## src/rtl/jtbr_pkg.sv

```systemverilog
// jtbr_pkg: shared widths and the control type of the compare unit
// for the joint tree breadth-first reorder block; depends on nothing
package jtbr_pkg;

  // fixed widths of the request and result fields
  localparam int PW = 6;
  localparam int OW = 6;

  // control of the shared compare unit
  typedef struct packed {
    logic en;         // stored parent word is valid this cycle
    logic root_mode;  // 1: test for self-parent, 0: test for child of key
  } jtbr_cmp_ctl_t;

endpackage

```

## src/rtl/joint_tree_bfs_reorder.sv

```systemverilog
// joint_tree_bfs_reorder: top level, sequencer, visited marks and result register
// depends on jtbr_pkg, jtbr_mem (parent store and queue) and jtbr_match
//
//  channel | ports                                         | direction
//  --------+-----------------------------------------------+----------
//  in      | in_valid in_stall in_parent_index in_last_joint | into block
//  out     | out_valid out_stall out_origin_index           | out of block
//          | out_new_parent out_malformed out_last_result   |
//
// Loading stores one joint per accepted request; the request carrying last_joint starts the
// reorder, and no request is taken until the last result has been loaded.
// For every joint reached from a root, its children are found by a scan through
// the single read port of the parent store over all stored joints. Each root
// candidate is read and then checked, and a final scan emits the unreachable joints.
// Reset is synchronous and active low; it clears control state and the marks.
// A stall on the result side only holds the sequencer where a result is due.
module joint_tree_bfs_reorder import jtbr_pkg::*; #(
  parameter int MAX_JOINTS = 64
) (
  input  logic          clk,
  input  logic          rst_n,
  input  logic          in_valid,
  output logic          in_stall,
  input  logic [PW-1:0] in_parent_index,
  input  logic          in_last_joint,
  output logic          out_valid,
  input  logic          out_stall,
  output logic [OW-1:0] out_origin_index,
  output logic [OW-1:0] out_new_parent,
  output logic          out_malformed,
  output logic          out_last_result
);

  localparam int IW = $clog2(MAX_JOINTS);
  localparam int CW = $clog2(MAX_JOINTS + 1);

  typedef enum logic [6:0] {
    S_IDLE    = 7'b0000001,
    S_ROOT_RD = 7'b0000010,
    S_ROOT_CK = 7'b0000100,
    S_Q_RD    = 7'b0001000,
    S_Q_OUT   = 7'b0010000,
    S_SCAN    = 7'b0100000,
    S_MAL     = 7'b1000000
  } state_t;

  state_t                  state_r, state_nxt;
  logic [CW-1:0]           count_r, count_nxt;
  logic [CW-1:0]           head_r, head_nxt;
  logic [CW-1:0]           tail_r, tail_nxt;
  logic [CW-1:0]           emit_r, emit_nxt;
  logic [CW-1:0]           idx_r, idx_nxt;
  logic [CW-1:0]           scan_r, scan_nxt;
  logic                    chk_vld_r, chk_vld_nxt;
  logic [IW-1:0]           chk_idx_r, chk_idx_nxt;
  logic [IW-1:0]           cur_org_r, cur_org_nxt;
  logic [IW-1:0]           here_r, here_nxt;
  logic [MAX_JOINTS-1:0]   visited_r, visited_nxt;
  logic                    out_valid_r, out_valid_nxt;
  logic [OW-1:0]           out_org_r, out_org_nxt;
  logic [OW-1:0]           out_par_r, out_par_nxt;
  logic                    out_mal_r, out_mal_nxt;
  logic                    out_last_r, out_last_nxt;

  logic                    in_acc;
  logic                    out_free;
  logic                    is_final;
  logic                    ps_we;
  logic                    ps_re;
  logic [IW-1:0]           ps_raddr;
  logic [PW-1:0]           ps_rdata;
  logic                    q_re;
  logic [2*IW-1:0]         q_rdata;
  logic                    push_en;
  logic [IW-1:0]           push_org;
  logic [IW-1:0]           push_pos;
  jtbr_cmp_ctl_t           cmp_ctl;
  logic [IW-1:0]           cmp_idx;
  logic                    cmp_hit;

  // handshake
  assign in_stall = !(state_r == S_IDLE);
  assign in_acc   = in_valid && !in_stall;
  assign out_free = !out_valid_r || !out_stall;
  assign is_final = (CW'(emit_r + 1'b1) == count_r);
  assign ps_we    = in_acc && (count_r < CW'(MAX_JOINTS));

  // parent store
  jtbr_mem #(.W(PW), .D(MAX_JOINTS)) u_pstore (
    .clk   (clk),
    .we    (ps_we),
    .waddr (count_r[IW-1:0]),
    .wdata (in_parent_index),
    .re    (ps_re),
    .raddr (ps_raddr),
    .rdata (ps_rdata)
  );

  // breadth-first queue, origin in the upper half, parent position below
  jtbr_mem #(.W(2*IW), .D(MAX_JOINTS)) u_queue (
    .clk   (clk),
    .we    (push_en),
    .waddr (tail_r[IW-1:0]),
    .wdata ({push_org, push_pos}),
    .re    (q_re),
    .raddr (head_r[IW-1:0]),
    .rdata (q_rdata)
  );

  // shared compare unit
  assign cmp_ctl.en        = (state_r == S_ROOT_CK) || ((state_r == S_SCAN) && chk_vld_r);
  assign cmp_ctl.root_mode = (state_r == S_ROOT_CK);
  assign cmp_idx           = (state_r == S_ROOT_CK) ? idx_r[IW-1:0] : chk_idx_r;

  jtbr_match #(.IW(IW)) u_match (
    .ctl    (cmp_ctl),
    .parent (ps_rdata),
    .idx    (cmp_idx),
    .key    (cur_org_r),
    .hit    (cmp_hit)
  );

  // sequencer
  always_comb begin
    state_nxt     = state_r;
    count_nxt     = count_r;
    head_nxt      = head_r;
    tail_nxt      = tail_r;
    emit_nxt      = emit_r;
    idx_nxt       = idx_r;
    scan_nxt      = scan_r;
    chk_vld_nxt   = 1'b0;
    chk_idx_nxt   = chk_idx_r;
    cur_org_nxt   = cur_org_r;
    here_nxt      = here_r;
    visited_nxt   = visited_r;
    out_valid_nxt = out_valid_r && out_stall;
    out_org_nxt   = out_org_r;
    out_par_nxt   = out_par_r;
    out_mal_nxt   = out_mal_r;
    out_last_nxt  = out_last_r;
    ps_re         = 1'b0;
    ps_raddr      = idx_r[IW-1:0];
    q_re          = 1'b0;
    push_en       = 1'b0;
    push_org      = cmp_idx;
    push_pos      = here_r;

    case (state_r)
      S_IDLE: begin
        if (in_acc) begin
          if (ps_we) begin
            count_nxt = CW'(count_r + 1'b1);
          end
          if (in_last_joint) begin
            visited_nxt = '0;
            head_nxt    = '0;
            tail_nxt    = '0;
            emit_nxt    = '0;
            idx_nxt     = '0;
            state_nxt   = S_ROOT_RD;
          end
        end
      end
      // next root candidate
      S_ROOT_RD: begin
        if (idx_r == count_r) begin
          idx_nxt   = '0;
          state_nxt = S_MAL;
        end else begin
          ps_re     = 1'b1;
          state_nxt = S_ROOT_CK;
        end
      end
      S_ROOT_CK: begin
        idx_nxt = CW'(idx_r + 1'b1);
        if (cmp_hit && !visited_r[idx_r[IW-1:0]]) begin
          push_en   = 1'b1;
          push_pos  = emit_r[IW-1:0];
          state_nxt = S_Q_RD;
        end else begin
          state_nxt = S_ROOT_RD;
        end
      end
      // dequeue, or resume the root scan when the tree is done
      S_Q_RD: begin
        if (head_r == tail_r) begin
          state_nxt = S_ROOT_RD;
        end else begin
          q_re      = 1'b1;
          state_nxt = S_Q_OUT;
        end
      end
      S_Q_OUT: begin
        if (out_free) begin
          out_valid_nxt = 1'b1;
          out_org_nxt   = OW'(q_rdata[2*IW-1:IW]);
          out_par_nxt   = OW'(q_rdata[IW-1:0]);
          out_mal_nxt   = 1'b0;
          out_last_nxt  = is_final;
          cur_org_nxt   = q_rdata[2*IW-1:IW];
          here_nxt      = emit_r[IW-1:0];
          emit_nxt      = CW'(emit_r + 1'b1);
          head_nxt      = CW'(head_r + 1'b1);
          scan_nxt      = '0;
          state_nxt     = S_SCAN;
        end
      end
      // child scan: read one stored parent a cycle, compare it in the cycle after
      S_SCAN: begin
        if (scan_r != count_r) begin
          ps_re       = 1'b1;
          ps_raddr    = scan_r[IW-1:0];
          scan_nxt    = CW'(scan_r + 1'b1);
          chk_vld_nxt = 1'b1;
          chk_idx_nxt = scan_r[IW-1:0];
        end else if (!chk_vld_r) begin
          state_nxt = S_Q_RD;
        end
        if (cmp_hit && !visited_r[chk_idx_r]) begin
          push_en = 1'b1;
        end
      end
      // unreachable joints, self-parented
      S_MAL: begin
        if (idx_r == count_r) begin
          count_nxt = '0;
          state_nxt = S_IDLE;
        end else if (visited_r[idx_r[IW-1:0]]) begin
          idx_nxt = CW'(idx_r + 1'b1);
        end else if (out_free) begin
          out_valid_nxt = 1'b1;
          out_org_nxt   = OW'(idx_r);
          out_par_nxt   = OW'(emit_r);
          out_mal_nxt   = 1'b1;
          out_last_nxt  = is_final;
          emit_nxt      = CW'(emit_r + 1'b1);
          idx_nxt       = CW'(idx_r + 1'b1);
        end
      end
      default: begin
        state_nxt = S_IDLE;
      end
    endcase

    // enqueue marks the joint as visited
    if (push_en) begin
      visited_nxt[push_org] = 1'b1;
      tail_nxt              = CW'(tail_r + 1'b1);
    end
  end

  // control registers
  always_ff @(posedge clk) begin
    if (!rst_n) begin
      state_r     <= S_IDLE;
      count_r     <= '0;
      head_r      <= '0;
      tail_r      <= '0;
      emit_r      <= '0;
      idx_r       <= '0;
      scan_r      <= '0;
      chk_vld_r   <= 1'b0;
      visited_r   <= '0;
      out_valid_r <= 1'b0;
    end else begin
      state_r     <= state_nxt;
      count_r     <= count_nxt;
      head_r      <= head_nxt;
      tail_r      <= tail_nxt;
      emit_r      <= emit_nxt;
      idx_r       <= idx_nxt;
      scan_r      <= scan_nxt;
      chk_vld_r   <= chk_vld_nxt;
      visited_r   <= visited_nxt;
      out_valid_r <= out_valid_nxt;
    end
  end

  // payload registers
  always_ff @(posedge clk) begin
    chk_idx_r  <= chk_idx_nxt;
    cur_org_r  <= cur_org_nxt;
    here_r     <= here_nxt;
    out_org_r  <= out_org_nxt;
    out_par_r  <= out_par_nxt;
    out_mal_r  <= out_mal_nxt;
    out_last_r <= out_last_nxt;
  end

  assign out_valid        = out_valid_r;
  assign out_origin_index = out_org_r;
  assign out_new_parent   = out_par_r;
  assign out_malformed    = out_mal_r;
  assign out_last_result  = out_last_r;

  // checks
  a_head_le_tail: assert property (@(posedge clk) disable iff (!rst_n)
    (state_r != S_IDLE) |-> (head_r <= tail_r))
    else $error("queue head ran past tail");

  a_tail_le_count: assert property (@(posedge clk) disable iff (!rst_n)
    (state_r != S_IDLE) |-> (tail_r <= count_r))
    else $error("more joints queued than stored");

  a_queue_empty_at_mal: assert property (@(posedge clk) disable iff (!rst_n)
    (state_r == S_ROOT_RD && idx_r == count_r) |-> (head_r == tail_r))
    else $error("root scan ended with joints still queued");

  a_emit_bound: assert property (@(posedge clk) disable iff (!rst_n)
    (state_r != S_IDLE) |-> (emit_r <= count_r))
    else $error("more results than stored joints");

endmodule

```

## src/rtl/jtbr_mem.sv

```systemverilog
// jtbr_mem: simple dual-port memory, one write and one registered read
// no package use; instantiated twice by the top level
module jtbr_mem #(
  parameter int W = 6,
  parameter int D = 64
) (
  input  logic                 clk,
  input  logic                 we,
  input  logic [$clog2(D)-1:0] waddr,
  input  logic [W-1:0]         wdata,
  input  logic                 re,
  input  logic [$clog2(D)-1:0] raddr,
  output logic [W-1:0]         rdata
);

  logic [W-1:0] mem_q [D];
  logic [W-1:0] rdata_r;

  // write port
  always_ff @(posedge clk) begin
    if (we) begin
      mem_q[waddr] <= wdata;
    end
  end

  // registered read port
  always_ff @(posedge clk) begin
    if (re) begin
      rdata_r <= mem_q[raddr];
    end
  end

  assign rdata = rdata_r;

endmodule

```

## src/rtl/jtbr_match.sv

```systemverilog
// jtbr_match: shared compare unit used by the root scan and the child scan
// depends on jtbr_pkg for the field width and the control struct
module jtbr_match import jtbr_pkg::*; #(
  parameter int IW = 6
) (
  input  jtbr_cmp_ctl_t ctl,
  input  logic [PW-1:0] parent,
  input  logic [IW-1:0] idx,
  input  logic [IW-1:0] key,
  output logic          hit
);

  localparam int CMPW = (IW > PW) ? IW : PW;

  logic [CMPW-1:0] par_x;
  logic [CMPW-1:0] idx_x;
  logic [CMPW-1:0] key_x;
  logic            self_par;

  // widen both sides to a common width
  assign par_x    = CMPW'(parent);
  assign idx_x    = CMPW'(idx);
  assign key_x    = CMPW'(key);
  assign self_par = (par_x == idx_x);

  // root: parent is itself; child: not a root and parent is the key
  always_comb begin
    hit = 1'b0;
    if (ctl.en) begin
      if (ctl.root_mode) begin
        hit = self_par;
      end else begin
        hit = !self_par && (par_x == key_x);
      end
    end
  end

endmodule
```

## config.mk

```make
export PLATFORM = sky130hd
export DESIGN_NAME = joint_tree_bfs_reorder
export DESIGN_NICKNAME = d
export VERILOG_FILES = /design/src/rtl/jtbr_pkg.sv /design/src/rtl/joint_tree_bfs_reorder.sv /design/src/rtl/jtbr_mem.sv /design/src/rtl/jtbr_match.sv
export SDC_FILE = /design/constraint.sdc
export NUM_CORES = 2
export LEC_CHECK = 0
export ABC_AREA = 1
export BUFFER_PORTS_ARGS = -buffer_cell sky130_fd_sc_hd__buf_2
export CAP_MARGIN = 20
export CELL_PAD_IN_SITES_DETAIL_PLACEMENT = 0
export CELL_PAD_IN_SITES_GLOBAL_PLACEMENT = 1
export CORE_AREA = 2 2 416 418
export CTS_CLUSTER_SIZE = 28
export DETAILED_ROUTE_END_ITERATION = 10
export DIE_AREA = 0 0 418 420
export PLACE_DENSITY_LB_ADDON = 0.1
export SETUP_SLACK_MARGIN = 0.4
export SYNTH_ARGS = -nofsm -noshare
export SYNTH_HDL_FRONTEND = slang
export SYNTH_SLANG_ARGS = --single-unit
export TNS_END_PERCENT = 20
```

## constraint.sdc

```tcl
create_clock -name clk -period 5.2 [get_ports clk]
set_input_delay 1.04 -clock clk [delete_from_list [all_inputs] [get_ports clk]]
set_output_delay 1.04 -clock clk [all_outputs]
set_load 0.02 [all_outputs]
```

# Word level (Yosys, flattened, before mapping)

Memory sizes are Yosys's and may differ from the RTL's. A register that Yosys moved wholly into a read port is not among the register bits.
Index checks and enable logic that the tools add are counted.

Register bits after elaboration: 147
Latch bits: 0
RAM bits: 1152
Memory bits (read-only): 0
Memories kept: 2

$add $sub $neg: 6
Multiply operators: 0
Div/mod/pow operators: 0
Order comparisons: 5
Eq/ne operators: 26
Shift operators: 0
Muxes and demuxes: 83
Bitwise operators: 1
Reduce and logical (&&, ||, !) cells: 37

Memory list:

| name           | words | bits a word | read ports | clocked after memory_dff | write ports | RTL line       | text |
|---|---|---|---|---|---|---|---|
| u_queue.mem_q  | 64    | 12          | 1          | 1                        | 1           | jtbr_mem.sv:16 | `logic [W-1:0] mem_q [D];` |
| u_pstore.mem_q | 64    | 6           | 1          | 1                        | 1           | jtbr_mem.sv:16 |  |

Operators with widths:

| operator            | count |
|---|---|
| $mux 64             | 4 |
| $mux 7              | 23 |
| $mux 6              | 13 |
| $or 64x64->64       | 1 |
| $pmux 7 s7          | 1 |
| $add 7x1->7 const B | 6 |
| $pmux 7 s2          | 3 |
| $pmux 7 s4          | 1 |
| $mux 1              | 25 |
| $pmux 6 s2          | 2 |
| $ne 2x2->1 const B  | 11 |
| $eq 7x7->1          | 3 |
| $lt 6x7->1 const B  | 3 |
| $pmux 7 s3          | 1 |
| $reduce_bool 2->1   | 7 |
| $bmux 1 s6          | 2 |
| $eq 6x6->1          | 2 |
| $reduce_and 6->1    | 2 |
| $pmux 1 s2          | 5 |
| $reduce_and 5->1    | 2 |
| $reduce_and 3->1    | 3 |
| $logic_and 1x1->1   | 8 |
| $reduce_and 4->1    | 2 |
| $eq 7x1->1 const B  | 1 |
| 19 further kinds    | 27 |

# Logic depth before layout (Yosys ltp)

Depth in word-level cells: 12
Mapped depth: 19
Gate-level depth less buffers: 17

# By module

From an unflattened synthesis, not the netlist that was laid out.

Cell total of the unflattened synthesis: 5376
Area, all modules: 56514.2 um^2

Modules (own cells, without submodules):

| module                 | instances | cells an instance | area each (um^2) | seq. area each (um^2) |
|---|---|---|---|---|
| jtbr_mem (u_queue)     | 1         | 2661              | 31795.5          | 23422.5 |
| jtbr_mem (u_pstore)    | 1         | 1377              | 15984.1          | 11711.2 |
| joint_tree_bfs_reorder | 1         | 1277              | 8489.4           | 3263.1 |
| jtbr_match             | 1         | 61                | 245.2            | 0.0 |

# Worst setup path before layout

Ideal clock, no wire load.

Kind: register to register
Start: register state_r[0]
End: memory u_queue.mem_q[0][1] in the netlist's numbering, data pin
Arrival time: 4785 ps
Required time: 4498 ps
Path slack: -286 ps
Stages on the path, launching flop included: 15
Path buffers: 1
Clock period less this slack: 5486 ps
Cell sequence: dfxtp_1 > inv_2 > nand2_2 > nor3_4 > nand3_1 > nand2_2 > nand2_1 > nand2_1 > nand2_1 > nor2_1 > nand3_1 > nand2_2 > nand3_4 > buf_2 > o21ai_0

Cells in the longest elaborated chain, start to end: 10
Elaborated cells on any way between the ends: 13

Ends and longest elaborated chain:

| what                   | RTL line                      | text |
|---|---|---|
| start, declared        | joint_tree_bfs_reorder.sv:47  | `state_t state_r, state_nxt;` |
| start signal, assigned | joint_tree_bfs_reorder.sv:267 | `state_r <= state_nxt;` |
| $eq 7x3->1 (*)         | joint_tree_bfs_reorder.sv:113 | `assign cmp_idx = (state_r == S_ROOT_CK) ? idx_r[IW-1:0] : chk_idx_r;` |
| $mux 6 (*)             | joint_tree_bfs_reorder.sv:113 |  |
| net cmp_idx[5]         | joint_tree_bfs_reorder.sv:78  | `logic [IW-1:0] cmp_idx;` |
| $eq 6x6->1 (*)         | jtbr_match.sv:24              | `assign self_par = (par_x == idx_x);` |
| $logic_not 1->1        | jtbr_match.sv:33              | `hit = !self_par && (par_x == key_x);` |
| $logic_and 1x1->1      | jtbr_match.sv:33              |  |
| $mux 1 (*)             | jtbr_match.sv:30              | `if (ctl.root_mode) begin` |
| $mux 1 (*)             | jtbr_match.sv:29              | `if (ctl.en) begin` |
| $logic_and 1x1->1 (*)  | joint_tree_bfs_reorder.sv:177 | `if (cmp_hit && !visited_r[idx_r[IW-1:0]]) begin` |
| $mux 6 (*)             | joint_tree_bfs_reorder.sv:177 |  |
| $mux 6 (*)             | joint_tree_bfs_reorder.sv:149 | `case (state_r)` |
| net push_pos[1]        | joint_tree_bfs_reorder.sv:76  | `logic [IW-1:0] push_pos;` |
| end, declared          | jtbr_mem.sv:16                |  |

Mark *: on every way through the listed nets, which the timed path passes. The rest lies on a longest branch.

# Worst setup path after layout

Start: register count_r[2]
End: register u_pstore.rdata_r[4], in the netlist u_pstore.rdata[4], read port of u_pstore.mem_q, data pin

Cells in the longest elaborated chain, start to end: 3
Elaborated cells on any way between the ends: 7

Ends and longest elaborated chain:

| what                                     | RTL line                                                     | text |
|---|---|---|
| start, declared                          | joint_tree_bfs_reorder.sv:48                                 | `logic [CW-1:0] count_r, count_nxt;` |
| start signal, assigned                   | joint_tree_bfs_reorder.sv:268                                | `count_r <= count_nxt;` |
| $ne 7x7->1 or $eq 7x7->1 (tied branches) | joint_tree_bfs_reorder.sv:211, joint_tree_bfs_reorder.sv:167 |  |
| $mux 1, or another cell as far along     | joint_tree_bfs_reorder.sv:211                                | `if (scan_r != count_r) begin` |
| $pmux 1 s2 or $mux 6 (tied branches)     | joint_tree_bfs_reorder.sv:149                                |  |
| end, declared                            | jtbr_mem.sv:17                                               | `logic [W-1:0] rdata_r;` |

Parallel ways exist; a longest one is shown, timed or not.
A chain may end at the register's enable or synchronous reset.

==> impl_metrics.toml <==
[route]
drtAntennaViolNets = 0
num_vias = 38600
wl_um = 185000
drc = 0
dr.pass1.iters = 5
viasPerCell = 5.09
routedWlPerCell_um = 24.4
drtIter0Drc = 3221

[floorplan]
die_h_um = 420
dieWidth_um = 418
core-area_sq_um = 171000
start_util_pct = 32.8
fp-row-count = 152
ios = 27
dieArea_sq_um = 176000

[worst_setup_path]
path_max_fanout = 67
endpoint_kind = "flop"
cp_num_buf_inv = 2
path_cells = "inv_1 -> nand2_1 -> nand2_1 -> nor2_1 -> nand2_1 -> o21bai_2 -> nand2_2 -> nand2_4 -> buf_4 -> nand2_1 -> nand3_1 -> nand3_1 -> nand3_1 -> nand3_1 -> nand3_1 -> nand2_1"
arrival_ps = 4780
slowest_delay_ps = 650
crit_family = "simple AND/OR/NAND/NOR gates"
cpMaxStageDelayCell = "buf_4"
critPathLaunchType = "flop"
critPathRequiredTime_ps = 5720
crit_type = "flop to flop"

[pwr]
p_per_area_nw_per_um2 = 372
peakVddDrop_mv = 0.348
p_leak_nw = 22.6

[global_routing]
globalRouteOverflowTotal = 0
antenna_found_initial = 2
grt.total_usage_pct = 20.9
grt_pass1_vias = 37400
use_met3_pct = 2.83
top_usage_layer = "met2"
grtUsageMet1_pct = 29.1
grt_max_degree = 146
gr-usage-met2_pct = 34.6
grt_pass1_wl_um = 269000

[finish]
utilization_pct = 37.4
area_delta_synth_final_pct = 14.0
fin_cells = 7572
drive_gt1_share_pct = 8.36
fin_nets = 5240

[cts]
cts_buffers = 152
cts_htree_levels = 4
cts_tree = "built"
cts-resized-gates = 0
clockBufferDepth = 3
clock-sinks = 1317
insertion_delay_ps = 780
cts_root_buf = "clkbuf_16"
cts_hold_buffers = 0
postCtsSetupBuffers = 0
path_clk_slew_ps = 60

[synth]
yosys_warnings = 0
synth_area_sq_um = 56100
ys_seq_elements = 1317
synthesis.nets = 5214
synth_cell_types = 49
synth_edf_count = 1202
syn_inst = 5197
avgSynthCellArea_sq_um = 10.8
synthFlopType = "edfxtp_1"
ys_seq_area_share_pct = 68.4
synthArstFlopShare_pct = 0

[sta]
rsz0062_at_grt = "no"
fin_skew_ps = 29.8
fin_crit_sh_pct = 81.9
hold_viol = 0
max_freq_ghz = 0.235
setup_viol = 0
whs_ps = 448
tns_ps = 0
min_period_ps = 4260
worst_slack_ps = 942
relSlewSlack_pct = 26.7
final_max_slew_viol_count = 0
worst-slew-pin-transition_ps = 1100

[placed_design]
placedCellCount = 7299
portBuffers = 26
place_congestion = 0.797
hpwl_um = 111000
dp_worst_setup_slack_ps = 941

[min_path]
hold_class = "flop to flop"

[run_status]
status = "finished clean"

[flow_run]
maxCapViolCount = 0
-- worst paths after layout --
check              startpoint                end  slack, ps  depth (start not counted)
max                count_r[2]  u_pstore.rdata[4]        940                         16
min          u_queue.rdata[8]       cur_org_r[2]        450                          0
max reg2reg        count_r[2]  u_pstore.rdata[4]        940                         16
min reg2reg  u_queue.rdata[8]       cur_org_r[2]        450                          0
-- Yosys cell counts (all sizes together) (2+ instances only) --
master | number | area (sq um)
a211oi | 7 | 52.6
a21oi | 117 | 586
a221o | 3 | 30.0
a31oi | 9 | 56.3
a32o | 2 | 20.0
buf | 90 | 502
clkbuf | 218 | 818
clkinv | 7 | 26.3
dfxtp | 115 | 2300
edfxtp | 1202 | 36100
ha | 6 | 75.1
inv | 470 | 1760
nand2 | 851 | 3250
nand3 | 568 | 2890
nand3b | 2 | 15.0
nand4 | 43 | 318
nor2 | 694 | 2620
nor3 | 29 | 161
nor3b | 5 | 37.5
nor4 | 5 | 31.3
o211ai | 28 | 210
o21ai | 480 | 2410
o21bai | 2 | 18.8
o221ai | 78 | 683
o22ai | 125 | 782
xnor2 | 10 | 87.6
xor2 | 27 | 236
-- through the flow --
step | area (sq um) | total power [W]
finish | 64000 | 0.0238
global route | 64000 | 0.0247
CTS | 63900 | 0.0241
detailed placement | 59300 | 0.0139
global placement | 59200 | 0.0139
floorplan | 56100 | 0.0131
-- layer usage --
layer  up-vias  share of wire (%)
met5         -                  0
met2       906                 48
li1      18200                  -
met1     19300                 46
met4         0                2.0
met3       210                4.4
-- worst reg2reg max path, cell delays in order (launching register included) --
cell,delay (ps)
dfxtp_1,560
inv_1,180
nand2_1,90
nand2_1,50
nor2_1,180
nand2_1,100
o21bai_2,590
nand2_2,450
nand2_4,200
buf_4,650
nand2_1,200
nand3_1,110
nand3_1,110
nand3_1,140
nand3_1,200
nand3_1,160
nand2_1,50
-- power breakdown --
group / internal, W / leakage, nW / total (W) / switching [W]
Combinational: 0.000508 / 8.70 / 0.00202 / 0.00151
Clock: 0.00581 / 2.27 / 0.0102 / 0.00435
Sequential: 0.0115 / 11.6 / 0.0116 / 0.0000708
-- placed cells by master (no fill, tap or decap), drive strengths merged --
| cell type | Yosys | layout |
|---|---|---|
| clkbuf | 218 | 203 |
| a221o | 3 | 3 |
| ha | 6 | 6 |
| diode | 0 | 1 |
| clkinv | 7 | 66 |
| nor3 | 29 | 29 |
| nor3b | 5 | 5 |
| buf | 90 | 180 |
| o211ai | 28 | 28 |
| nand3b | 2 | 2 |
| clkinvlp | 0 | 3 |
| a221oi | 1 | 1 |
| edfxtp | 1202 | 1202 |
| a31oi | 9 | 9 |
| o221ai | 78 | 78 |
| o31ai | 1 | 1 |
| nand2 | 851 | 851 |
| o211a | 1 | 1 |
| a32o | 2 | 2 |
| xor2 | 27 | 27 |
| xnor2 | 10 | 10 |
| nor4 | 5 | 5 |
| dfxtp | 115 | 115 |
| nand3 | 568 | 568 |
| nand4 | 43 | 43 |
| o21ai | 480 | 480 |
| nor2 | 694 | 694 |
| a21oi | 117 | 117 |
| a211oi | 7 | 7 |
| bufinv | 0 | 4 |
| o21bai | 2 | 2 |
| inv | 470 | 470 |
| o22ai | 125 | 125 |
| and3 | 1 | 1 |
-- state kept, by name (all words and copies together) (netlist names), 7 cells and up --
signal and cells:
u_queue.rdata 12, scan_r 7, u_pstore.mem_q 384, idx_r 7
u_queue.mem_q 768, state_r 7, visited_r 64, head_r 7
emit_r 7, count_r 7, tail_r 7
-- cell type report --
cell class	count	area, sq um
repair buffers	180	1560
inverters	477	1800
well taps	2233	2790
diodes	1	2.50
flip-flops and latches	1317	38400
fillers	16900	107000
clock inverters	66	483
multi-input cells	3095	14800
clock buffers	203	4160
-- kinds of logic (layout without fill, tap and decap cells) --
group	after synthesis	count (layout)	share of synthesized area (%)
buf+inv	785	926	5.54
other cells	0	1	0
flops	1317	1317	68.4
xor+xnor	37	37	0.578
fa+ha+maj	6	6	0.134
simple gates	2198	2198	16.6
compound gates	854	854	8.69
(Power assumes the default switching activity.)
